## src/hdl/bqb_pkg.sv

```systemverilog
// bqb_pkg: shared types, constants and helpers for the bayer quad binning block
// depends on nothing; imported by every module of the block
`timescale 1ns / 1ps

package bqb_pkg;

    // datapath widths
    localparam int SAMPLE_W   = 16;
    localparam int DIFF_W     = 17;
    localparam int GAIN_W     = 16;
    localparam int PROD_W     = 34;
    localparam int SUMG_W     = 19;
    localparam int SUMO_W     = 36;
    localparam int TOTAL_W    = 37;
    localparam int OP_W       = 32;
    localparam int SCALE_W    = 24;
    localparam int SPROD_W    = 56;
    localparam int RSUM_W     = 57;
    localparam int RND_W      = 18;
    localparam int PIX_W      = 16;
    localparam int LANES      = 4;
    localparam int CH_W       = 2;
    localparam int Q12_SHIFT  = 12;

    // pipeline depth: three lane stages, merge, three scale stages
    localparam int PIPE_STAGES = 7;

    // configuration port
    localparam int CFG_DATA_W = 64;
    localparam int CFG_ADDR_W = 6;

    // default for the sample width parameter
    localparam int SAMPLE_BITS_DEF = 16;

    // rounding and divide-by-three constants
    localparam logic [RND_W-1:0] RND_CLAMP  = RND_W'(196608);
    localparam logic [RND_W-1:0] DIV3_RECIP = RND_W'(174763);
    localparam int               DIV3_SHIFT = 19;
    localparam logic [PIX_W-1:0] PIX_MAX    = '1;

    // cfa channel codes
    typedef enum logic [CH_W-1:0] {
        CH_R  = 2'd0,
        CH_G  = 2'd1,
        CH_B  = 2'd2,
        CH_G2 = 2'd3
    } chan_t;

    // register indexes
    typedef enum logic [2:0] {
        REG_LUMA_MODE    = 3'd0,
        REG_CFA_PATTERN  = 3'd1,
        REG_BLACK_LEVELS = 3'd2,
        REG_GAIN_RED     = 3'd3,
        REG_GAIN_BLUE    = 3'd4,
        REG_GREEN_SAT    = 3'd5,
        REG_OUTPUT_SCALE = 3'd6
    } reg_idx_t;

    // final rounding step selection
    typedef enum logic [2:0] {
        RND_SH16,
        RND_SH17,
        RND_SH18,
        RND_SH30,
        RND_DIV3
    } rnd_t;

    // register reset values
    localparam logic                  RST_LUMA_MODE    = 1'b0;
    localparam logic [7:0]            RST_CFA_PATTERN  = 8'd180;
    localparam logic [63:0]           RST_BLACK_LEVELS = 64'd0;
    localparam logic [GAIN_W-1:0]     RST_GAIN_RED     = 16'd4096;
    localparam logic [GAIN_W-1:0]     RST_GAIN_BLUE    = 16'd4096;
    localparam logic [SAMPLE_W-1:0]   RST_GREEN_SAT    = 16'd65535;
    localparam logic [SCALE_W-1:0]    RST_OUTPUT_SCALE = 24'd65536;

    // configuration seen by the datapath
    typedef struct packed {
        logic                 luma_mode;
        logic [7:0]           cfa_pattern;
        logic [63:0]          black_levels;
        logic [GAIN_W-1:0]    gain_red;
        logic [GAIN_W-1:0]    gain_blue;
        logic [SAMPLE_W-1:0]  green_saturation;
        logic [SCALE_W-1:0]   output_scale;
    } cfg_t;

    // per lane result: green difference and equalized red/blue term (two's complement)
    typedef struct packed {
        logic [DIFF_W-1:0] dg;
        logic [PROD_W-1:0] e;
    } lane_res_t;

    // merged operand handed to the scaling stages
    typedef struct packed {
        logic [OP_W-1:0] op;
        logic            zero;
        rnd_t            rnd;
    } scale_op_t;

    function automatic logic is_green(chan_t ch);
        return (ch == CH_G) || (ch == CH_G2);
    endfunction

endpackage

```

## src/hdl/bqb_merge.sv

```systemverilog
// bqb_merge: sums the lane results and picks the operand and rounding for scaling
// depends on bqb_pkg; one registered stage advanced by en
`timescale 1ns / 1ps

module bqb_merge
    import bqb_pkg::*;
(
    input  logic      clk,
    input  logic      en,
    input  cfg_t      cfg,
    input  lane_res_t res [LANES],
    output scale_op_t sop
);

    logic signed [SUMG_W-1:0]  sum_g;
    logic signed [SUMO_W-1:0]  sum_o;
    logic signed [TOTAL_W-1:0] total;
    logic [2:0]                n_g;
    scale_op_t                 sop_next;
    scale_op_t                 sop_reg;

    // lane sums and green count
    always_comb
    begin
        sum_g = '0;
        sum_o = '0;
        n_g   = '0;
        for (int i = 0; i < LANES; i++)
        begin
            sum_g = sum_g + SUMG_W'($signed(res[i].dg));
            sum_o = sum_o + SUMO_W'($signed(res[i].e));
            n_g   = n_g + 3'(is_green(chan_t'(cfg.cfa_pattern[CH_W*i +: CH_W])));
        end
        total = (TOTAL_W'(sum_g) <<< Q12_SHIFT) + TOTAL_W'(sum_o);
    end

    // operand and rounding choice
    always_comb
    begin
        if (cfg.luma_mode)
        begin
            sop_next.op   = OP_W'(total);
            sop_next.zero = (total <= 0);
            sop_next.rnd  = RND_SH30;
        end
        else
        begin
            sop_next.op   = OP_W'(sum_g);
            sop_next.zero = (n_g == 3'd0) || (sum_g <= 0);
            case (n_g)
                3'd1:    sop_next.rnd = RND_SH16;
                3'd2:    sop_next.rnd = RND_SH17;
                3'd3:    sop_next.rnd = RND_DIV3;
                default: sop_next.rnd = RND_SH18;
            endcase
        end
    end

    always_ff @(posedge clk)
    begin
        if (en)
        begin
            sop_reg <= sop_next;
        end
    end

    assign sop = sop_reg;

endmodule

```

## config.mk

```make
export PLATFORM = sky130hd
export DESIGN_NAME = bqb_merge
export DESIGN_NICKNAME = d
export VERILOG_FILES = /design/src/hdl/bqb_pkg.sv /design/src/hdl/bqb_merge.sv
export SDC_FILE = /design/constraint.sdc
export NUM_CORES = 1
export LEC_CHECK = 0
export BUFFER_PORTS_ARGS = -buffer_cell sky130_fd_sc_hd__buf_2
export CAP_MARGIN = 10
export CORE_AREA = 2 2 150 152
export CTS_BUF_LIST = sky130_fd_sc_hd__clkbuf_16
export DETAILED_ROUTE_END_ITERATION = 10
export DIE_AREA = 0 0 152 154
export GPL_ROUTABILITY_DRIVEN = 0
export SETUP_SLACK_MARGIN = 0.4
export SLEW_MARGIN = 20
export SYNTH_ARGS = -nofsm -noshare
export SYNTH_HDL_FRONTEND = slang
export SYNTH_SLANG_ARGS = --single-unit
```

## constraint.sdc

```tcl
create_clock -name clk -period 9.4 [get_ports clk]
set_input_delay 1.88 -clock clk [delete_from_list [all_inputs] [get_ports clk]]
set_output_delay 1.88 -clock clk [all_outputs]
set_load 0.03 [all_outputs]
```

Word-level counts from Yosys, hierarchy flattened. Cells that the tools add are included. W data, S select, Z words.

Bits in registers: 36. Output and inout bits: 36.

Add/subtract/negate cells: 10. Order comparisons: 2. Equality and inequality tests: 11. Multiplexer cells: 2. Reduce and logical (&&, ||, !) cells: 6.

Operator list (number): $add A31 B36 Y37 (1); $le A37 B1 Y1 const B (1); $add A35 B34 Y36 (1); $add A36 B34 Y36 (1); $mux W36 (1); $add A34 B34 Y35 (1); $add A18 B17 Y19 (1); $add A19 B17 Y19 (1); $le A19 B1 Y1 const B (1); $add A17 B17 Y18 (1); $pmux W3 S3 (1); $eq A2 B1 Y1 const B (4); $eq A2 B2 Y1 const B (4); $eq A3 B2 Y1 const B (2); $logic_or A1 B1 Y1 (5); $add A2 B1 Y3 (1); $add A3 B1 Y3 (1); $eq A3 B1 Y1 const B (1); $logic_not A3 Y1 (1); $add A1 B1 Y2 (1).

Depth between registers and ports, before layout.
Depth in word-level cells: 8. Mapped depth: 27.

Worst setup path after synthesis. OpenSTA, ideal clock, no wires.

Path type: input to register. Start: in res[35] in the netlist's numbering. End: reg sop_reg, in the netlist sop[3] (data pin). Library setup time: 158 ps. Arrival: 7557 ps. Slack: 1685 ps. Stages on the path: 27. Buffers on the path: 1. Cell sequence: inv_1 > fa_1 > fa_1 > inv_1 > ha_1 > fa_1 > a211oi_2 > o21ai_1 > and3_4 > nor4_2 > nor3_1 > a21o_1 > a21oi_1 > xnor2_1 > fa_1 > ha_1 > clkbuf_1 > nand2_1 > o21ai_0 > a21oi_1 > nand3_1 > o211ai_1 > nor4_1 > nand4_1 > nor4_1 > nand4_1 > a211oi_2.

RTL lines: from (decl) (RTL line bqb_merge.sv:11) `input lane_res_t res [LANES],`; to (signal assigned) (RTL line bqb_merge.sv:63) `sop_reg <= sop_next;`; to (decl) (RTL line bqb_merge.sv:20) `scale_op_t sop_reg;`.

==> key figures <==
Placed design
  • Dpl hpwl: 20.0 mm
  • Buffers on Ports: 246
  • Pre-CTS setup slack: 0.756 ns

Clock tree
  • CTS tree: built
  • # clock sinks: 36
  • CTS hold repair buffers: 0
  • CTS root buf: clkbuf_16
  • CTS H-tree depth: 2
  • Num CTS Buffers: 5
  • Post_cts resized: 0
  • Post-CTS setup buffers: 0
  • Max Buffers Root-to-Sink: 2
  • CTS clock-pin slew for the worst setup and hold paths: 0.06 ns

Floorplanning
  • I/O pin count: 387
  • Row cnt: 54
  • Initial Util: 35.3%
  • Core area: 0.0217 sq mm
  • DIE HEIGHT: 154 microns
  • Die ar.: 0.0234 sq mm
  • Die width: 152 microns

Hold path
  • Hold depth: 3
  • Hold Path Class: input pin to flop

Synth
  • Post-synth EDFFs: 36
  • Most frequent cell after synthesis: inv_1
  • Synthesized netlist cell count: 794
  • Yosys cell types: 66
  • Syn Area/Cell: 9.63 sq um
  • YS warnings: 0
  • Post-Syn Area: 0.00765 sq mm
  • Flops & latches, synth: 36
  • Synth area leaders: fa_1, edfxtp_1, ha_1
  • Largest area contributor in the netlist: fa_1
  • Sequential fraction of the synthesis area: 14.1%
  • Main flop type after synthesis: edfxtp_1
  • Commonest cells post-synth: inv_1, fa_1, ha_1, a21oi_1, nand2_1
  • FFs w/ async S/R, synth: 0%
  • Post-Syn Nets: 1340
  • Top cell type's share of synthesized area: 33.8%

Cells and area
  • Max FFs per register: 36
  • Nets@finish: 1576
  • Layout cell share with drive strength beyond 1: 26.9%
  • Reg area: 0.00108 sq mm
  • Multi-input gate area: 0.00595 sq mm
  • Area added between synthesis and finish: 21.8%
  • Fillers: 2227

Pwr
  • Switching Fraction: 56.6%
  • Maximum VDD drop: 0.209 mV
  • Comb pwr share: 88.2%
  • Sequential share of power: 8.0%
  • P_int: 1.83 mW
  • Psw: 2.38 mW
  • Clock Power Share: 3.8%
  • LEAKAGE: 4.63 nW
  • Power Density: 452 mW/mm^2

Timing
  • Slew @ Worst Pin: 0.808 ns
  • Fin crit share: 90.0%
  • PnR worst setup slack: 0.936 ns
  • Max_slew headroom: 46.1%
  • Maximum clock frequency: 0.118 GHz
  • Final setup TNS: 0 ns
  • RSZ-0062 raised after global routing: no
  • Hold Vio Cnt, Final: 0
  • Max Slew Vio Count: 0
  • Final setup viols: 0
  • Final worst path period need: 8.46 ns

Routing
  • DRT Pass-1 Iters: 4
  • Drt drc: 0
  • Remaining antenna violation count: 0
  • Number of DRC markers in iteration 0: 330
  • Routed vias/inst: 4.92
  • Vias: 6469
  • Final WL: 22.0 mm
  • WL/cell: 16.7 microns

Critical path
  • Worst Path Required: 9.52 ns
  • CP Class: input pin to flop
  • CP Launch Type: input pin
  • Setup crit end kind: flop
  • CP peak stage delay: 0.52 ns
  • Critical path's most frequent cell: fa_1
  • CP max FO: 9
  • Crit path arrival time: 8.58 ns
  • Slowest CP cell: fa_1

Global route
  • Total gr overflow: 0
  • Initial antenna violation count: 8
  • Global Route Usage Sum: 18.8%
  • Number of global-route vias before repair: 6689
  • Largest net degree at the start of global routing: 37
  • First-pass GRT wire length: 35.2 mm

Status
  • Status: finished, final reports clean

Run
  • Max-cap violation count: 0
## cell type report
class	count	area share, %
clock buffer	5	1.34
multi-input combinational	595	63.9
tap	280	3.76
antenna	4	0.107
clock inverter	3	0.161
timing repair buffer	247	13.3
inverter	145	5.84
sequential	36	11.6
## per-stage QoR
| stage | cells | total power [mW] | instance area, sq um | util (%) | hold slack, ns |
|---|---|---|---|---|---|
| after floorplan | 794 | 3.06 | 7650 | - | 1.99 |
| after global placement | 1303 | 3.98 | 9170 | 42.3 | 2.36 |
| after detailed placement | 1303 | 4.01 | 9170 | 42.3 | 2.36 |
| after CTS | 1311 | 4.20 | 9310 | 42.9 | 2.08 |
| after global routing | 1311 | 4.65 | 9310 | 42.9 | 2.11 |
| final | 1315 | 4.21 | 9320 | 43.0 | 2.07 |
## routing by layer
| layer | wire (microns) | vias up | track usage (%) |
|---|---|---|---|
| met5 | 47 | - | 0 |
| met4 | 281 | 8 | 3.52 |
| met3 | 1590 | 23 | 3.78 |
| met2 | 9310 | 274 | 29.0 |
| met1 | 10700 | 3002 | 27.7 |
| li1 | - | 3162 | - |
## worst max-delay path: cells and delay by family
family	cells	cell delay, ns
xor gates and xnor gates	1	0.33
AOI/OAI and AO/OA	8	1.73
adders and majority gates	6	2.71
buffers and inverters	3	0.19
and+or+nand+nor	9	1.75
## kinds of logic after synthesis
group                      synth area share (%)
xor gates and xnor gates                   4.70
muxes                                      1.96
adders and majority gates                  44.6
buffers and inverters                      8.03
DFF                                        14.1
and+or+nand+nor                            10.7
AOI/OAI and AO/OA                          15.9
## cells in the final DEF (no fill, tap or decap), types with 2 or more instances in the layout
cell type,count
fa_1,129
a21oi_1,56
or4_1,2
or3_1,5
o21ai_0,34
inv_1,146
a21boi_0,4
o2111ai_1,4
a311oi_1,2
a21oi_2,2
buf_2,246
and3_1,8
a211oi_1,5
nor3_1,12
nand2_1,50
nor4_1,5
o21ai_1,3
ha_1,66
nor2_1,36
nand3_1,10
mux2_2,8
diode_2,4
a211o_1,3
clkbuf_16,5
a211oi_2,4
o21a_1,4
and4_1,3
xor2_1,25
nand4_1,9
nor2b_1,4
o22ai_1,2
o211ai_1,6
edfxtp_1,36
or2_2,2
mux2i_1,6
xnor2_1,16
o21bai_1,10
nor3b_1,5
a21o_1,28
## power by group through the flow
stage / clock network (mW) / logic [mW] / registers [mW]
finish: 0.161 / 3.71 / 0.337
CTS: 0.164 / 3.69 / 0.339
detailed placement: 0 / 3.66 / 0.342
global placement: 0 / 3.64 / 0.342
global route: 0.169 / 4.13 / 0.345
floorplan: 0 / 2.57 / 0.490
## final timing paths
| kind | start | endpoint | slack, ns |
|---|---|---|---|
| setup / recovery | res[35] | sop[3] | 0.94 |
| hold / removal | res[153] | sop[4] | 2.07 |
Power figures use the tool's default switching activity.
