**src/hdl/bqb_pkg.sv**
```systemverilog
// bqb_pkg: shared types, constants and helpers for the bayer quad binning block
// depends on nothing; imported by every module of the block
`timescale 1ns / 1ps

package bqb_pkg;

    // datapath widths
    localparam int SAMPLE_W   = 16;
    localparam int DIFF_W     = 17;
    localparam int GAIN_W     = 16;
    localparam int PROD_W     = 34;
    localparam int SUMG_W     = 19;
    localparam int SUMO_W     = 36;
    localparam int TOTAL_W    = 37;
    localparam int OP_W       = 32;
    localparam int SCALE_W    = 24;
    localparam int SPROD_W    = 56;
    localparam int RSUM_W     = 57;
    localparam int RND_W      = 18;
    localparam int PIX_W      = 16;
    localparam int LANES      = 4;
    localparam int CH_W       = 2;
    localparam int Q12_SHIFT  = 12;

    // pipeline depth: three lane stages, merge, three scale stages
    localparam int PIPE_STAGES = 7;

    // configuration port
    localparam int CFG_DATA_W = 64;
    localparam int CFG_ADDR_W = 6;

    // default for the sample width parameter
    localparam int SAMPLE_BITS_DEF = 16;

    // rounding and divide-by-three constants
    localparam logic [RND_W-1:0] RND_CLAMP  = RND_W'(196608);
    localparam logic [RND_W-1:0] DIV3_RECIP = RND_W'(174763);
    localparam int               DIV3_SHIFT = 19;
    localparam logic [PIX_W-1:0] PIX_MAX    = '1;

    // cfa channel codes
    typedef enum logic [CH_W-1:0] {
        CH_R  = 2'd0,
        CH_G  = 2'd1,
        CH_B  = 2'd2,
        CH_G2 = 2'd3
    } chan_t;

    // register indexes
    typedef enum logic [2:0] {
        REG_LUMA_MODE    = 3'd0,
        REG_CFA_PATTERN  = 3'd1,
        REG_BLACK_LEVELS = 3'd2,
        REG_GAIN_RED     = 3'd3,
        REG_GAIN_BLUE    = 3'd4,
        REG_GREEN_SAT    = 3'd5,
        REG_OUTPUT_SCALE = 3'd6
    } reg_idx_t;

    // final rounding step selection
    typedef enum logic [2:0] {
        RND_SH16,
        RND_SH17,
        RND_SH18,
        RND_SH30,
        RND_DIV3
    } rnd_t;

    // register reset values
    localparam logic                  RST_LUMA_MODE    = 1'b0;
    localparam logic [7:0]            RST_CFA_PATTERN  = 8'd180;
    localparam logic [63:0]           RST_BLACK_LEVELS = 64'd0;
    localparam logic [GAIN_W-1:0]     RST_GAIN_RED     = 16'd4096;
    localparam logic [GAIN_W-1:0]     RST_GAIN_BLUE    = 16'd4096;
    localparam logic [SAMPLE_W-1:0]   RST_GREEN_SAT    = 16'd65535;
    localparam logic [SCALE_W-1:0]    RST_OUTPUT_SCALE = 24'd65536;

    // configuration seen by the datapath
    typedef struct packed {
        logic                 luma_mode;
        logic [7:0]           cfa_pattern;
        logic [63:0]          black_levels;
        logic [GAIN_W-1:0]    gain_red;
        logic [GAIN_W-1:0]    gain_blue;
        logic [SAMPLE_W-1:0]  green_saturation;
        logic [SCALE_W-1:0]   output_scale;
    } cfg_t;

    // per lane result: green difference and equalized red/blue term (two's complement)
    typedef struct packed {
        logic [DIFF_W-1:0] dg;
        logic [PROD_W-1:0] e;
    } lane_res_t;

    // merged operand handed to the scaling stages
    typedef struct packed {
        logic [OP_W-1:0] op;
        logic            zero;
        rnd_t            rnd;
    } scale_op_t;

    function automatic logic is_green(chan_t ch);
        return (ch == CH_G) || (ch == CH_G2);
    endfunction

endpackage

```
**src/hdl/bqb_regs.sv**
```systemverilog
// bqb_regs: apb-style configuration register file
// depends on bqb_pkg for register indexes, reset values and cfg_t
`timescale 1ns / 1ps

module bqb_regs
    import bqb_pkg::*;
(
    input  logic                  clk,
    input  logic                  rst_n,
    input  logic                  psel,
    input  logic                  penable,
    input  logic                  pwrite,
    input  logic [CFG_ADDR_W-1:0] paddr,
    input  logic [CFG_DATA_W-1:0] pwdata,
    output logic [CFG_DATA_W-1:0] prdata,
    output cfg_t                  cfg
);

    cfg_t     cfg_reg;
    reg_idx_t idx;
    logic     wr;

    assign idx = reg_idx_t'(paddr[CFG_ADDR_W-1:3]);
    assign wr  = psel && penable && pwrite;
    assign cfg = cfg_reg;

    // register writes
    always_ff @(posedge clk or negedge rst_n)
    begin
        if (!rst_n)
        begin
            cfg_reg.luma_mode        <= RST_LUMA_MODE;
            cfg_reg.cfa_pattern      <= RST_CFA_PATTERN;
            cfg_reg.black_levels     <= RST_BLACK_LEVELS;
            cfg_reg.gain_red         <= RST_GAIN_RED;
            cfg_reg.gain_blue        <= RST_GAIN_BLUE;
            cfg_reg.green_saturation <= RST_GREEN_SAT;
            cfg_reg.output_scale     <= RST_OUTPUT_SCALE;
        end
        else if (wr)
        begin
            case (idx)
                REG_LUMA_MODE:    cfg_reg.luma_mode        <= pwdata[0];
                REG_CFA_PATTERN:  cfg_reg.cfa_pattern      <= pwdata[7:0];
                REG_BLACK_LEVELS: cfg_reg.black_levels     <= pwdata;
                REG_GAIN_RED:     cfg_reg.gain_red         <= pwdata[GAIN_W-1:0];
                REG_GAIN_BLUE:    cfg_reg.gain_blue        <= pwdata[GAIN_W-1:0];
                REG_GREEN_SAT:    cfg_reg.green_saturation <= pwdata[SAMPLE_W-1:0];
                REG_OUTPUT_SCALE: cfg_reg.output_scale     <= pwdata[SCALE_W-1:0];
                default:          ;
            endcase
        end
    end

    // read mux
    always_comb
    begin
        case (idx)
            REG_LUMA_MODE:    prdata = CFG_DATA_W'(cfg_reg.luma_mode);
            REG_CFA_PATTERN:  prdata = CFG_DATA_W'(cfg_reg.cfa_pattern);
            REG_BLACK_LEVELS: prdata = cfg_reg.black_levels;
            REG_GAIN_RED:     prdata = CFG_DATA_W'(cfg_reg.gain_red);
            REG_GAIN_BLUE:    prdata = CFG_DATA_W'(cfg_reg.gain_blue);
            REG_GREEN_SAT:    prdata = CFG_DATA_W'(cfg_reg.green_saturation);
            REG_OUTPUT_SCALE: prdata = CFG_DATA_W'(cfg_reg.output_scale);
            default:          prdata = '0;
        endcase
    end

endmodule

```
**config.mk**
```make
export PLATFORM = sky130hd
export DESIGN_NAME = bqb_regs
export DESIGN_NICKNAME = d
export VERILOG_FILES = /design/src/hdl/bqb_pkg.sv /design/src/hdl/bqb_regs.sv
export SDC_FILE = /design/constraint.sdc
export NUM_CORES = 1
export LEC_CHECK = 0
export BUFFER_PORTS_ARGS = -buffer_cell sky130_fd_sc_hd__buf_2
export CORE_MARGIN = 4
export CORE_UTILIZATION = 52
export CTS_CLUSTER_DIAMETER = 60
export DETAILED_ROUTE_END_ITERATION = 8
export PLACE_DENSITY = 0.86
export SETUP_SLACK_MARGIN = 0.5
export SLEW_MARGIN = 10
export SYNTH_ARGS = -nofsm -noshare
export SYNTH_HDL_FRONTEND = slang
export SYNTH_SLANG_ARGS = --single-unit
```
**constraint.sdc**
```tcl
create_clock -name clk -period 3.1 [get_ports clk]
set_clock_uncertainty 0.05 [all_clocks]
set_input_delay 0.31 -clock clk [delete_from_list [all_inputs] [get_ports clk]]
set_output_delay 0.31 -clock clk [all_outputs]
set_load 0.01 [all_outputs]
```
After elaboration in Yosys (flattened, before gate mapping):

Cells that the tools add are included.
Widths: inputs -> output; s select.

* register bits: 145
* input bits: 75
* output and inout bits: 209

* equal/unequal tests: 6
* multiplexer cells: 1
* reduce and logical (&&, ||, !) cells: 10

Operators with widths (count)
* $pmux 64 s7: 1
* $reduce_and 2->1: 7
* $eq 3x3->1 const B: 3
* $eq 3x2->1 const B: 2
* $eq 3x1->1 const B: 1
* $logic_not 3->1: 1
* $logic_and 1x1->1: 2

Depth between registers and ports, before layout:

* depth after elaboration: 3
* gate-level depth with buffers: 6
* mapped depth without buffers: 3

Worst setup path after synthesis:

No wires, ideal clock.

* path kind: input-to-output
* from: in paddr[3]
* to: out prdata[1]
* data arrival time: 1374 ps
* data required time: 2740 ps
* slack: 1366 ps
* stages on the path: 6
* path through: buf_2 > buf_2 > inv_1 > buf_1 > a22oi_1 > a21oi_1

* longest elaborated chain between the ends: 2

Ends and longest elaborated chain
* start: declaration: RTL line bqb_regs.sv:13 `input logic [CFG_ADDR_W-1:0] paddr,`
* $eq 3x3->1 (tied with other cells): RTL line bqb_regs.sv:58 `case (idx)`
* $pmux 64 s7 (*): RTL line bqb_regs.sv:58
* end: declaration: RTL line bqb_regs.sv:15 `output logic [CFG_DATA_W-1:0] prdata,`

Every way passes the cells marked *; elsewhere a longest branch is shown, timed or not.

Worst setup path in the final report:

* from: in paddr[3]
* to: out prdata[0]

The elaborated chain is that of the path after synthesis.

==> key figures <==
Drt
  • Via Count: a little over 5k
  • Vias per Instance: 5.530
  • ANT nets after route: 0
  • Routed WL: 19.49 mm
  • DRT iter0 DRCs: 272
  • DRT Pass-1 Iters: 5
  • DR DRC count: 0
  • Drt wl/cell: 20.75 um

GRT
  • Largest net degree at the start of global routing: 87
  • GRT busiest layer: met2
  • Vias in the first global route: 5671
  • Gr usage total: 26.89%
  • Met1 Use GR: 31.23%
  • GR Layer Usage met3: between 8 and 9%
  • Met2 Use GR: 47.00%
  • First-pass GRT wire length: 30.17 mm
  • Antenna violations before repair: 1
  • Overflow after GRT: 0

Setup path
  • WP data required: 2740 ps
  • Crit path max fanout: 27
  • Max incr delay on CP: between 500 and 600 ps
  • Kind of critical path: input pin to output pin
  • CP bufs+invs: 3
  • Crit path cell chain: buf_2, inv_1, o311ai_0, buf_2
  • CP Depth: 4
  • CP Launch Type: input pin
  • CP delay by family, top: buffers and inverters
  • Worst EP arrival: ~2100 ps
  • Most used cell along the critical path: buf_2
  • Critical Path Sink Type: output pin
  • R2R depth: 1
  • Critical-path top delay cell: o311ai_0

Job
  • Total of max-cap violations: 0

Pwr
  • Clk network pwr share: 34.4%
  • LEAKAGE: about 4.6 nW
  • P per Cell Area: approximately 690 nW/um^2
  • Pwr Total: 6.067 mW
  • Seq pwr share: a little over two fifths
  • Worst vdd ir: around 0.00032 V
  • Net Switching: 1.741 mW
  • Internal Dissipation: between 4 and 5 mW
  • Comb pwr share: 22.5%
  • Sw Ratio: 28.70%

Synth
  • Most frequent cell after synthesis: mux2_2
  • Top FF cell, synth: dfrtp_1
  • Yosys warns: 0
  • Post-synthesis cell type count: 33
  • Top cell type's share of synthesized area: 46.06%
  • Top cell type by total area after synthesis: dfrtp_1
  • Mapped Area: 6628 sq um
  • Top cells by area, synth: dfrtp_1 (46%), mux2_2 (27%), dfstp_2 (9.1%)
  • Syn_nets: 545
  • Average size of a mapped cell: around 14 sq um
  • Register area share after synthesis: 55.18%
  • Yosys reg bits: about 150
  • Number of flops mapped to enable cells by yosys: 0
  • Post-synth ARST share: 100.0%
  • Post-Syn Instances: 470
  • Synth top cells by count: mux2_2 (158), dfrtp_1 (122), and2_1 (40), a221oi_1 (25), dfstp_2 (23)

Floorplanning
  • Top Ports: around 280
  • Area of the core: 12260 sq um
  • Die H: 120.9 um
  • Initial Util: between 50% and 60%
  • Die area: approximately 15000 sq um
  • Die W: approximately 120 um
  • # rows: 40

Clock network
  • Clock Sinks: 145
  • CTS tree: built
  • H-tree depth: 4
  • CTS clk-pin slew, worst paths: approximately 60 ps
  • Root Buffer: clkbuf_16
  • CTS buffer count: 17
  • Bufs on Longest Clock Path: 2
  • Clk_lat worst skew: 410 ps

STA
  • Slew Viols, Final: 0
  • Peak Freq: ~0.41 GHz
  • Max_slew headroom: a little under half
  • Final setup fails: 0
  • Fin. Hold Viols: 0
  • Setup TNS: 0 ps
  • Final cycle utilization of the critical path: 79.28%
  • RSZ-0062 raised after global routing: false
  • Tightest Pin Transition: 795.6 ps
  • Fin crit period: approximately 2500 ps

Placed design
  • Final GP Congestion: 0.8835
  • Post-detail-place hpwl: 14.03 mm
  • I/O Buffers: 280
  • Placed insts: ~900

Cells and area
  • Layout cells sized above 1: about two thirds
  • Fill count: 824
  • Layout Cells excl Fill: 939
  • Largest register FFs: 145
  • Nets: 832
  • Synth-to-Final Area Change: 33.38%

Min path
  • Hold WC Path Type: input pin to register
  • Hold depth: 2

Status
  • Outcome: finished, final reports clean
-- cells in the final DEF (no fill, tap or decap), types with 7 or more instances in the layout --
| master | n |
|---|---|
| mux2_2 | 158 |
| a221oi_1 | 25 |
| nor2_1 | 16 |
| buf_4 | 14 |
| nor2b_1 | 7 |
| clkbuf_16 | 17 |
| and2_1 | 40 |
| buf_2 | 279 |
| mux2i_1 | 10 |
| dfrtp_1 | 122 |
| dfstp_2 | 23 |
-- what timing repair did --
action,4_1_cts,5_1_grt
buffers inserted,0,0
resized for setup,0,0
hold buffers,1,0
hold endpoints to repair,75,0
-- cells by family (layout without fill, tap and decap cells) --
kind of cell / Yosys count / in the layout / synth area share, %
compound gates: 43 / 43 / 5.097
buf+inv: 32 / 332 / 2.983
flops: 145 / 145 / 55.18
mux: 173 / 173 / 29.21
other cells: 0 / 1 / 0
simple gates: 77 / 77 / 7.532
-- worst paths after layout --
check                                      from                    to  slack (ps)
min                                  pwdata[30]  cfg[102]$_DFFE_PN0P_          70
min in group asynchronous                 rst_n    cfg[7]$_DFFE_PN0P_         460
max reg2reg                cfg[118]$_DFFE_PN0P_  cfg[118]$_DFFE_PN0P_        2210
min reg2reg                  cfg[3]$_DFFE_PN0P_    cfg[3]$_DFFE_PN0P_         480
max                                    paddr[3]             prdata[0]         640
max in group asynchronous                 rst_n   cfg[30]$_DFFE_PN1P_        1640
-- cell type report --
cell class / count / area [sq um] / area share (%)
well taps: 168 / 210.2 / 2.378
clock buffers: 22 / 474.2 / 5.364
multi-input cells: 293 / 2779 / 31.44
repair buffers: 298 / 1578 / 17.85
diodes: 1 / 2.502 / 0.02831
flip-flops and latches: 145 / 3657 / 41.37
inverters: 2 / 7.507 / 0.08493
clock inverters: 10 / 131.4 / 1.486
-- power groups by stage --
| stage | Sequential, mW | Clock, mW | Combinational (mW) |
|---|---|---|---|
| after CTS | 2.61 | 2.12 | 1.38 |
| after detailed placement | 2.64 | 0 | 1.37 |
| after global routing | 2.67 | 2.20 | 1.47 |
| final | 2.62 | 2.08 | 1.36 |
| after floorplan | 2.75 | 0 | 0.538 |
| after global placement | 2.60 | 0 | 1.33 |
-- metrics by stage --
stage	cell area [sq um]	utilization [%]	setup WS (ps)	hold slack [ps]
after floorplan	6628	-	1366	-35.59
after global placement	8207	66.93	695.1	347.1
after detailed placement	8207	66.93	544.5	363.4
after CTS	8822	71.95	537.6	48.92
after global routing	8840	72.09	545.2	52.03
final	8840	72.09	642.3	65.25
-- routing by layer --
layer | share of wire (%) | vias to the layer above
li1 | - | 2289
met1 | 38 | 2590
met2 | 52 | 278
met3 | 8.1 | 36
met4 | 2.3 | 0
met5 | 0 | -
(Power assumes the default switching activity.)
