===== src/hdl/bqb_pkg.sv =====
// bqb_pkg: shared types, constants and helpers for the bayer quad binning block
// depends on nothing; imported by every module of the block
`timescale 1ns / 1ps

package bqb_pkg;

    // datapath widths
    localparam int SAMPLE_W   = 16;
    localparam int DIFF_W     = 17;
    localparam int GAIN_W     = 16;
    localparam int PROD_W     = 34;
    localparam int SUMG_W     = 19;
    localparam int SUMO_W     = 36;
    localparam int TOTAL_W    = 37;
    localparam int OP_W       = 32;
    localparam int SCALE_W    = 24;
    localparam int SPROD_W    = 56;
    localparam int RSUM_W     = 57;
    localparam int RND_W      = 18;
    localparam int PIX_W      = 16;
    localparam int LANES      = 4;
    localparam int CH_W       = 2;
    localparam int Q12_SHIFT  = 12;

    // pipeline depth: three lane stages, merge, three scale stages
    localparam int PIPE_STAGES = 7;

    // configuration port
    localparam int CFG_DATA_W = 64;
    localparam int CFG_ADDR_W = 6;

    // default for the sample width parameter
    localparam int SAMPLE_BITS_DEF = 16;

    // rounding and divide-by-three constants
    localparam logic [RND_W-1:0] RND_CLAMP  = RND_W'(196608);
    localparam logic [RND_W-1:0] DIV3_RECIP = RND_W'(174763);
    localparam int               DIV3_SHIFT = 19;
    localparam logic [PIX_W-1:0] PIX_MAX    = '1;

    // cfa channel codes
    typedef enum logic [CH_W-1:0] {
        CH_R  = 2'd0,
        CH_G  = 2'd1,
        CH_B  = 2'd2,
        CH_G2 = 2'd3
    } chan_t;

    // register indexes
    typedef enum logic [2:0] {
        REG_LUMA_MODE    = 3'd0,
        REG_CFA_PATTERN  = 3'd1,
        REG_BLACK_LEVELS = 3'd2,
        REG_GAIN_RED     = 3'd3,
        REG_GAIN_BLUE    = 3'd4,
        REG_GREEN_SAT    = 3'd5,
        REG_OUTPUT_SCALE = 3'd6
    } reg_idx_t;

    // final rounding step selection
    typedef enum logic [2:0] {
        RND_SH16,
        RND_SH17,
        RND_SH18,
        RND_SH30,
        RND_DIV3
    } rnd_t;

    // register reset values
    localparam logic                  RST_LUMA_MODE    = 1'b0;
    localparam logic [7:0]            RST_CFA_PATTERN  = 8'd180;
    localparam logic [63:0]           RST_BLACK_LEVELS = 64'd0;
    localparam logic [GAIN_W-1:0]     RST_GAIN_RED     = 16'd4096;
    localparam logic [GAIN_W-1:0]     RST_GAIN_BLUE    = 16'd4096;
    localparam logic [SAMPLE_W-1:0]   RST_GREEN_SAT    = 16'd65535;
    localparam logic [SCALE_W-1:0]    RST_OUTPUT_SCALE = 24'd65536;

    // configuration seen by the datapath
    typedef struct packed {
        logic                 luma_mode;
        logic [7:0]           cfa_pattern;
        logic [63:0]          black_levels;
        logic [GAIN_W-1:0]    gain_red;
        logic [GAIN_W-1:0]    gain_blue;
        logic [SAMPLE_W-1:0]  green_saturation;
        logic [SCALE_W-1:0]   output_scale;
    } cfg_t;

    // per lane result: green difference and equalized red/blue term (two's complement)
    typedef struct packed {
        logic [DIFF_W-1:0] dg;
        logic [PROD_W-1:0] e;
    } lane_res_t;

    // merged operand handed to the scaling stages
    typedef struct packed {
        logic [OP_W-1:0] op;
        logic            zero;
        rnd_t            rnd;
    } scale_op_t;

    function automatic logic is_green(chan_t ch);
        return (ch == CH_G) || (ch == CH_G2);
    endfunction

endpackage


===== src/hdl/bqb_scale.sv =====
// bqb_scale: output scale multiply, round half up, divide by three and clamp
// depends on bqb_pkg; three registered stages advanced by en, last one is the output
`timescale 1ns / 1ps

module bqb_scale
    import bqb_pkg::*;
(
    input  logic             clk,
    input  logic [2:0]       en,
    input  cfg_t             cfg,
    input  scale_op_t        sop,
    output logic [PIX_W-1:0] pixel
);

    logic [SPROD_W-1:0]        prod_reg;
    logic                      zero4_reg;
    rnd_t                      rnd4_reg;
    logic [RSUM_W-1:0]         rsum;
    logic [RSUM_W-1:0]         rshift;
    logic [RND_W-1:0]          rc_next;
    logic [RND_W-1:0]          rc_reg;
    logic                      zero5_reg;
    logic                      div3_reg;
    logic [2*RND_W-1:0]        recip_prod;
    logic [RND_W-1:0]          q;
    logic [PIX_W-1:0]          pixel_next;
    logic [PIX_W-1:0]          pixel_reg;

    // stage 4: scale multiply
    always_ff @(posedge clk)
    begin
        if (en[0])
        begin
            prod_reg  <= SPROD_W'(sop.op) * SPROD_W'(cfg.output_scale);
            zero4_reg <= sop.zero;
            rnd4_reg  <= sop.rnd;
        end
    end

    // stage 5: add half and shift, then clamp to a narrow range
    always_comb
    begin
        case (rnd4_reg)
            RND_SH16:
            begin
                rsum   = RSUM_W'(prod_reg) + (RSUM_W'(1) << 15);
                rshift = rsum >> 16;
            end
            RND_SH17:
            begin
                rsum   = RSUM_W'(prod_reg) + (RSUM_W'(1) << 16);
                rshift = rsum >> 17;
            end
            RND_SH18:
            begin
                rsum   = RSUM_W'(prod_reg) + (RSUM_W'(1) << 17);
                rshift = rsum >> 18;
            end
            RND_SH30:
            begin
                rsum   = RSUM_W'(prod_reg) + (RSUM_W'(1) << 29);
                rshift = rsum >> 30;
            end
            RND_DIV3:
            begin
                rsum   = RSUM_W'(prod_reg) + (RSUM_W'(3) << 15);
                rshift = rsum >> 16;
            end
            default:
            begin
                rsum   = RSUM_W'(prod_reg);
                rshift = rsum >> 16;
            end
        endcase
        rc_next = (rshift >= RSUM_W'(RND_CLAMP)) ? RND_CLAMP : rshift[RND_W-1:0];
    end

    always_ff @(posedge clk)
    begin
        if (en[1])
        begin
            rc_reg    <= rc_next;
            zero5_reg <= zero4_reg;
            div3_reg  <= (rnd4_reg == RND_DIV3);
        end
    end

    // stage 6: reciprocal divide by three and final clamp
    assign recip_prod = (2*RND_W)'(rc_reg) * (2*RND_W)'(DIV3_RECIP);

    always_comb
    begin
        q = div3_reg ? RND_W'(recip_prod >> DIV3_SHIFT) : rc_reg;
        if (zero5_reg)
        begin
            pixel_next = '0;
        end
        else if (q > RND_W'(PIX_MAX))
        begin
            pixel_next = PIX_MAX;
        end
        else
        begin
            pixel_next = q[PIX_W-1:0];
        end
    end

    always_ff @(posedge clk)
    begin
        if (en[2])
        begin
            pixel_reg <= pixel_next;
        end
    end

    assign pixel = pixel_reg;

endmodule


===== config.mk =====
export PLATFORM = sky130hd
export DESIGN_NAME = bqb_scale
export DESIGN_NICKNAME = d
export VERILOG_FILES = /design/src/hdl/bqb_pkg.sv /design/src/hdl/bqb_scale.sv
export SDC_FILE = /design/constraint.sdc
export NUM_CORES = 2
export LEC_CHECK = 0
export BUFFER_PORTS_ARGS = -buffer_cell sky130_fd_sc_hd__buf_4
export CAP_MARGIN = 20
export CORE_MARGIN = 4
export CORE_UTILIZATION = 59
export DETAILED_ROUTE_END_ITERATION = 8
export GPL_ROUTABILITY_DRIVEN = 0
export PLACE_DENSITY = 0.8
export SKIP_CTS_REPAIR_TIMING = 1
export SLEW_MARGIN = 20
export SYNTH_ARGS = -nofsm -noshare
export SYNTH_HDL_FRONTEND = slang
export SYNTH_SLANG_ARGS = --single-unit

===== constraint.sdc =====
create_clock -name clk -period 7.72 [get_ports clk]
set_input_delay 1.158 -clock clk [delete_from_list [all_inputs] [get_ports clk]]
set_output_delay 1.158 -clock clk [all_outputs]
set_load 0.01 [all_outputs]

Yosys cells after proc, flatten, opt, wreduce, memory -nomap -nowiden
Cells that the tools add are included.
{ "op_classes": {"n_eq_ne": 4, "mux": 3, "n_lt_le_gt_ge": 2, "reduce_logical": 1, "mul": 2, "add_sub_neg": 5} }
{ "op_table": {"columns": ["op", "count"], "rows": [
  ["$pmux 41 s5", 1],
  ["$add 56x17->57 const B", 2],
  ["$add 56x16->57 const B", 1],
  ["$add 56x18->57 const B", 1],
  ["$add 56x30->57 const B", 1],
  ["$ge 57x18->1 const B", 1],
  ["$mul 32x24->56", 1],
  ["$mul 18x18->36 const B", 1],
  ["$gt 18x16->1 const B", 1],
  ["$mux 18", 1],
  ["$mux 16", 1],
  ["$eq 3x2->1 const B", 2],
  ["$eq 3x1->1 const B", 1],
  ["$eq 3x3->1 const B", 1],
  ["$logic_not 3->1", 1]
]} }
{ "word_totals": {"elab_cells": 24, "out_inout_bits": 16, "input_bits": 185, "ff_bits": 96} }

Logic depth before layout (Yosys ltp)
{ "logic_depth": {"depth_word": 4, "ltp_mapped": 27} }

Least setup slack after synthesis
Ideal clock, no wire load.
{ "synth_path": {"kind": "input port to flip-flop", "start": "input port cfg[8] (netlist name)", "end": "register prod_reg[54], data pin", "path_slack_ns": -0.144, "stages": 24, "required_time_ns": 7.459, "path_buffers": 1, "t_arrival_ns": 7.603, "cell_sequence": "clkbuf_1 -> nand2_1 -> fa_1 -> fa_1 -> inv_1 -> fa_1 -> inv_1 -> fa_1 -> inv_1 -> fa_1 -> fa_1 -> inv_1 -> fa_1 -> inv_1 -> ha_1 -> a21oi_1 -> o21ai_0 -> a221o_1 -> a21o_1 -> a31oi_1 -> o31ai_1 -> a41oi_1 -> nor3b_1 -> a311o_1"} }
{ "synth_between": {"elab_chain_len": 1} }
{ "synth_rtl": {"columns": ["element", "line_no", "source"], "rows": [
  ["start: declaration", "bqb_scale.sv:10", "input cfg_t cfg,"],
  ["$mul 32x24->56", "bqb_scale.sv:34", "prod_reg <= SPROD_W'(sop.op) * SPROD_W'(cfg.output_scale);"],
  ["end signal: assignment", "bqb_scale.sv:34", null],
  ["end: declaration", "bqb_scale.sv:15", "logic [SPROD_W-1:0] prod_reg;"]
]} }
No other way between the ends.
A chain may end at the register's enable or synchronous reset.

Worst setup path after layout
{ "layout_path": {"start": "input port sop[14] (netlist name)", "end": "register prod_reg[54], data pin"} }
{ "layout_between": {"elab_chain_len": 1} }
{ "layout_rtl": {"columns": ["element", "line_no", "source"], "rows": [
  ["start: declaration", "bqb_scale.sv:11", "input scale_op_t sop,"],
  ["$mul 32x24->56", "bqb_scale.sv:34", null]
]} }
No other way between the ends.

==> qor.log <==
[setup_path] total buffers and inverters traversed by the critical path 11
[synth] Synth area leader fa_1
[hold_path] Hold Path Sink zero5_reg$_DFFE_PP_
[cts] CTS tree built
[drt] number of DRC markers in iteration 0 2674
[setup_path] Worst R2R Path Depth 21
[setup_path] worst reg2reg setup slack 1.03 ns
[synth] main combinational cell family by area after synthesis adder cells
[finish] total area of multi-input combinational cells 29500 um2
[flow_run] max cap viols 0
[hold_path] hold depth 0
[synth] Async S/R FF share, synth 0%
[drt] number of optimization iterations in the first detailed-route pass 7
[synth] area share of the largest cell type after synthesis 42.5%
[setup_path] crit path max fanout 12
[setup_path] launching point of the worst reg2reg path rc_reg[1]$_SDFFCE_PP0P_
[synth] Post-Syn Instances 4066
[sta] Slew headroom 24.4%
[setup_path] worst stage delay on the critical path 0.54 ns
[synth] Adder-Cell Fraction of Synth Area 54.2%
[cts] H-tree depth 3
[cts] number of buffers between clock root and the deepest sink 2
[synth] synthesized-area fraction occupied by ao, oa, aoi and oai cells 6.52%
[drt] number of vias per cell 5.87
[place] dpl hpwl 80.1 mm
[setup_path] critical-path cell with the highest stage delay fa_1
[sta] setup TNS 0 ns
[sta] Setup WS post-layout 0.0936 ns
[global_route] sum of overflow across all layers after global routing 0
[synth] multiplexer share of the synthesized area 0.343%
[finish] area taken by flip-flops and latches 2430 um2
[cts] clock latency reported for the late side of the worst-skew pair 0.38 ns
[synth] net count after synthesis 5357
[synth] synthesized cell area 36100 um2
[cts] total clock buffers created by CTS 9
[sta] post-route worst hold slack 0.423 ns
[synth] dominant synthesized flop cell edfxtp_1
[hold_path] worst min-delay path category reg -> reg
[synth] main area contributors after synthesis fa_1, ha_1, inv_1, edfxtp_1, nand2_1
[synth] xor and xnor fraction of the mapped netlist area 3.30%
[sta] slew of the pin with the lowest slew margin 1.12 ns
[sta] Worst Skew 0.00916 ns
[drt] final WL 97.9 mm
[floorplanning] area of the die 65200 um2
[setup_path] critical path type in -> reg
[setup_path] arrival time at the worst endpoint 7.76 ns
[floorplanning] die height 255 um
[setup_path] required arrival time at the worst endpoint 7.85 ns
[global_route] initial antenna violation count 0
[sta] peak clock frequency supported by timing 0.131 GHz
[finish] max reg flops 41
[outcome] status finished clean
[sta] share of the clock period used by the worst path 98.8%
[setup_path] Largest delay share family, worst path adder cells
[global_route] wire length of the first global-routing pass 159 mm
[setup_path] most frequent cell on the critical path fa_1
[finish] number of fillers in the final layout 4552
[finish] area of all placed cells without fillers 39900 um2
[synth] cell types with the highest counts after synthesis inv_1, fa_1, nand2_1, ha_1, and2_1
[synth] syn avg cell area 8.88 um2
[synth] Synth Register Bits 81
[setup_path] r2r endpoint pixel[6]$_SDFFCE_PP0P_
[place] number of I/O port buffers 79
[drt] Post-route DRC 0
[drt] number of vias after detailed routing 29349
[sta] count of final setup violators 0
[global_route] total routing resource utilization after global routing 30.3%
[drt] DRT antenna net count 0
[synth] simple-gate share of the synthesized area 16.7%
[drt] per-cell routed wire length 19.6 um
[place] post-place instance area 39100 um2
[cts] clock sink total 81
[sta] final hold vios 0
[floorplanning] Die Width 255 um
[global_route] number of global-route vias before repair 31324
[floorplanning] effective utilization at floorplan 59.7%
[global_route] pin count of the biggest net entering global routing 46
[setup_path] critical path endpoint category flop
[floorplanning] standard-cell rows 90
[setup_path] CP startpoint kind input port
[cts] clock edge transition at the registers on the reported setup and hold paths 0.07 ns
[synth] number of warning messages in the yosys log 0
[synth] EDFF count, synth 81
[synth] distinct cell type count after synthesis 77
[finish] net count of the finished layout 5504
[cts] Root Driver clkbuf_16
[synth] sequential-to-total area share from yosys stat 6.74%
[sta] final worst path period need 7.63 ns
[sta] final count of pins violating max slew 0
[finish] Inserted Diodes 0
[finish] share of final-layout standard cells stronger than drive strength 1 10.6%
[hold_path] Min-Delay Startpoint zero4_reg$_DFFE_PP_
[floorplanning] placeable core region 60500 um2
[place] setup slack at placement -0.687 ns
[floorplanning] number of placed I/O pins 201
[finish] Syn-to-layout area delta 10.4%
[synth] most repeated cell in the gate-level netlist after synthesis inv_1
stage by stage:
step                instances  utilization (%)
floorplan                4066                -
global placement         4982             64.6
detailed placement       4982             64.6
CTS                      4998             65.2
global route             5000             65.9
finish                   5000             65.9
cells in the final DEF, fill, tap and decap left out, drive strengths merged, types with 51 or more instances in the layout:
cell type,synthesis,layout
inv,931,932
fa,766,766
nand2,564,564
buf,32,355
ha,340,340
and2,310,310
a21oi,117,117
nor2,90,90
xnor2,81,81
edfxtp,81,81
o21ai,61,61
xor2,55,55
nor3,51,51
area by class of cell:
type,count,share of cell area [%]
inverters,931,8.77
clock buffers,9,0.565
clock inverters,7,0.198
multi-input cells,2834,74.1
flip-flops and latches,81,6.10
well taps,782,2.45
repair buffers,356,7.79
how the worst max path moves through the flow:
| stage | start | to | cells past startpoint |
|---|---|---|---|
| global placement | cfg[8] | prod_reg[55]$_DFFE_PP_ | 28 |
| floorplan | sop[9] | prod_reg[54]$_DFFE_PP_ | 24 |
| finish | sop[14] | prod_reg[54]$_DFFE_PP_ | 28 |
| CTS | cfg[7] | prod_reg[55]$_DFFE_PP_ | 27 |
| detailed placement | cfg[7] | prod_reg[55]$_DFFE_PP_ | 27 |
| global route | sop[14] | prod_reg[54]$_DFFE_PP_ | 28 |
kinds of logic (layout without fill, tap and decap cells):
group / count (synthesis) / after routing
flops: 81 / 81
compound gates: 354 / 354
buf+inv: 1151 / 1303
xor+xnor: 136 / 136
fa+ha+maj: 1106 / 1106
mux: 11 / 11
simple gates: 1227 / 1227
routing by layer:
metal	wire length, um	global-route usage (%)	up-vias
met4	4710	12.4	0
met3	10300	6.31	387
met5	0	0	-
met1	35900	39.3	14486
li1	-	-	12734
met2	47000	50.1	1742
Power is left out: the tool's default activity adds up to more than one toggle a clock period on the data nets, which glitch-free logic cannot reach.
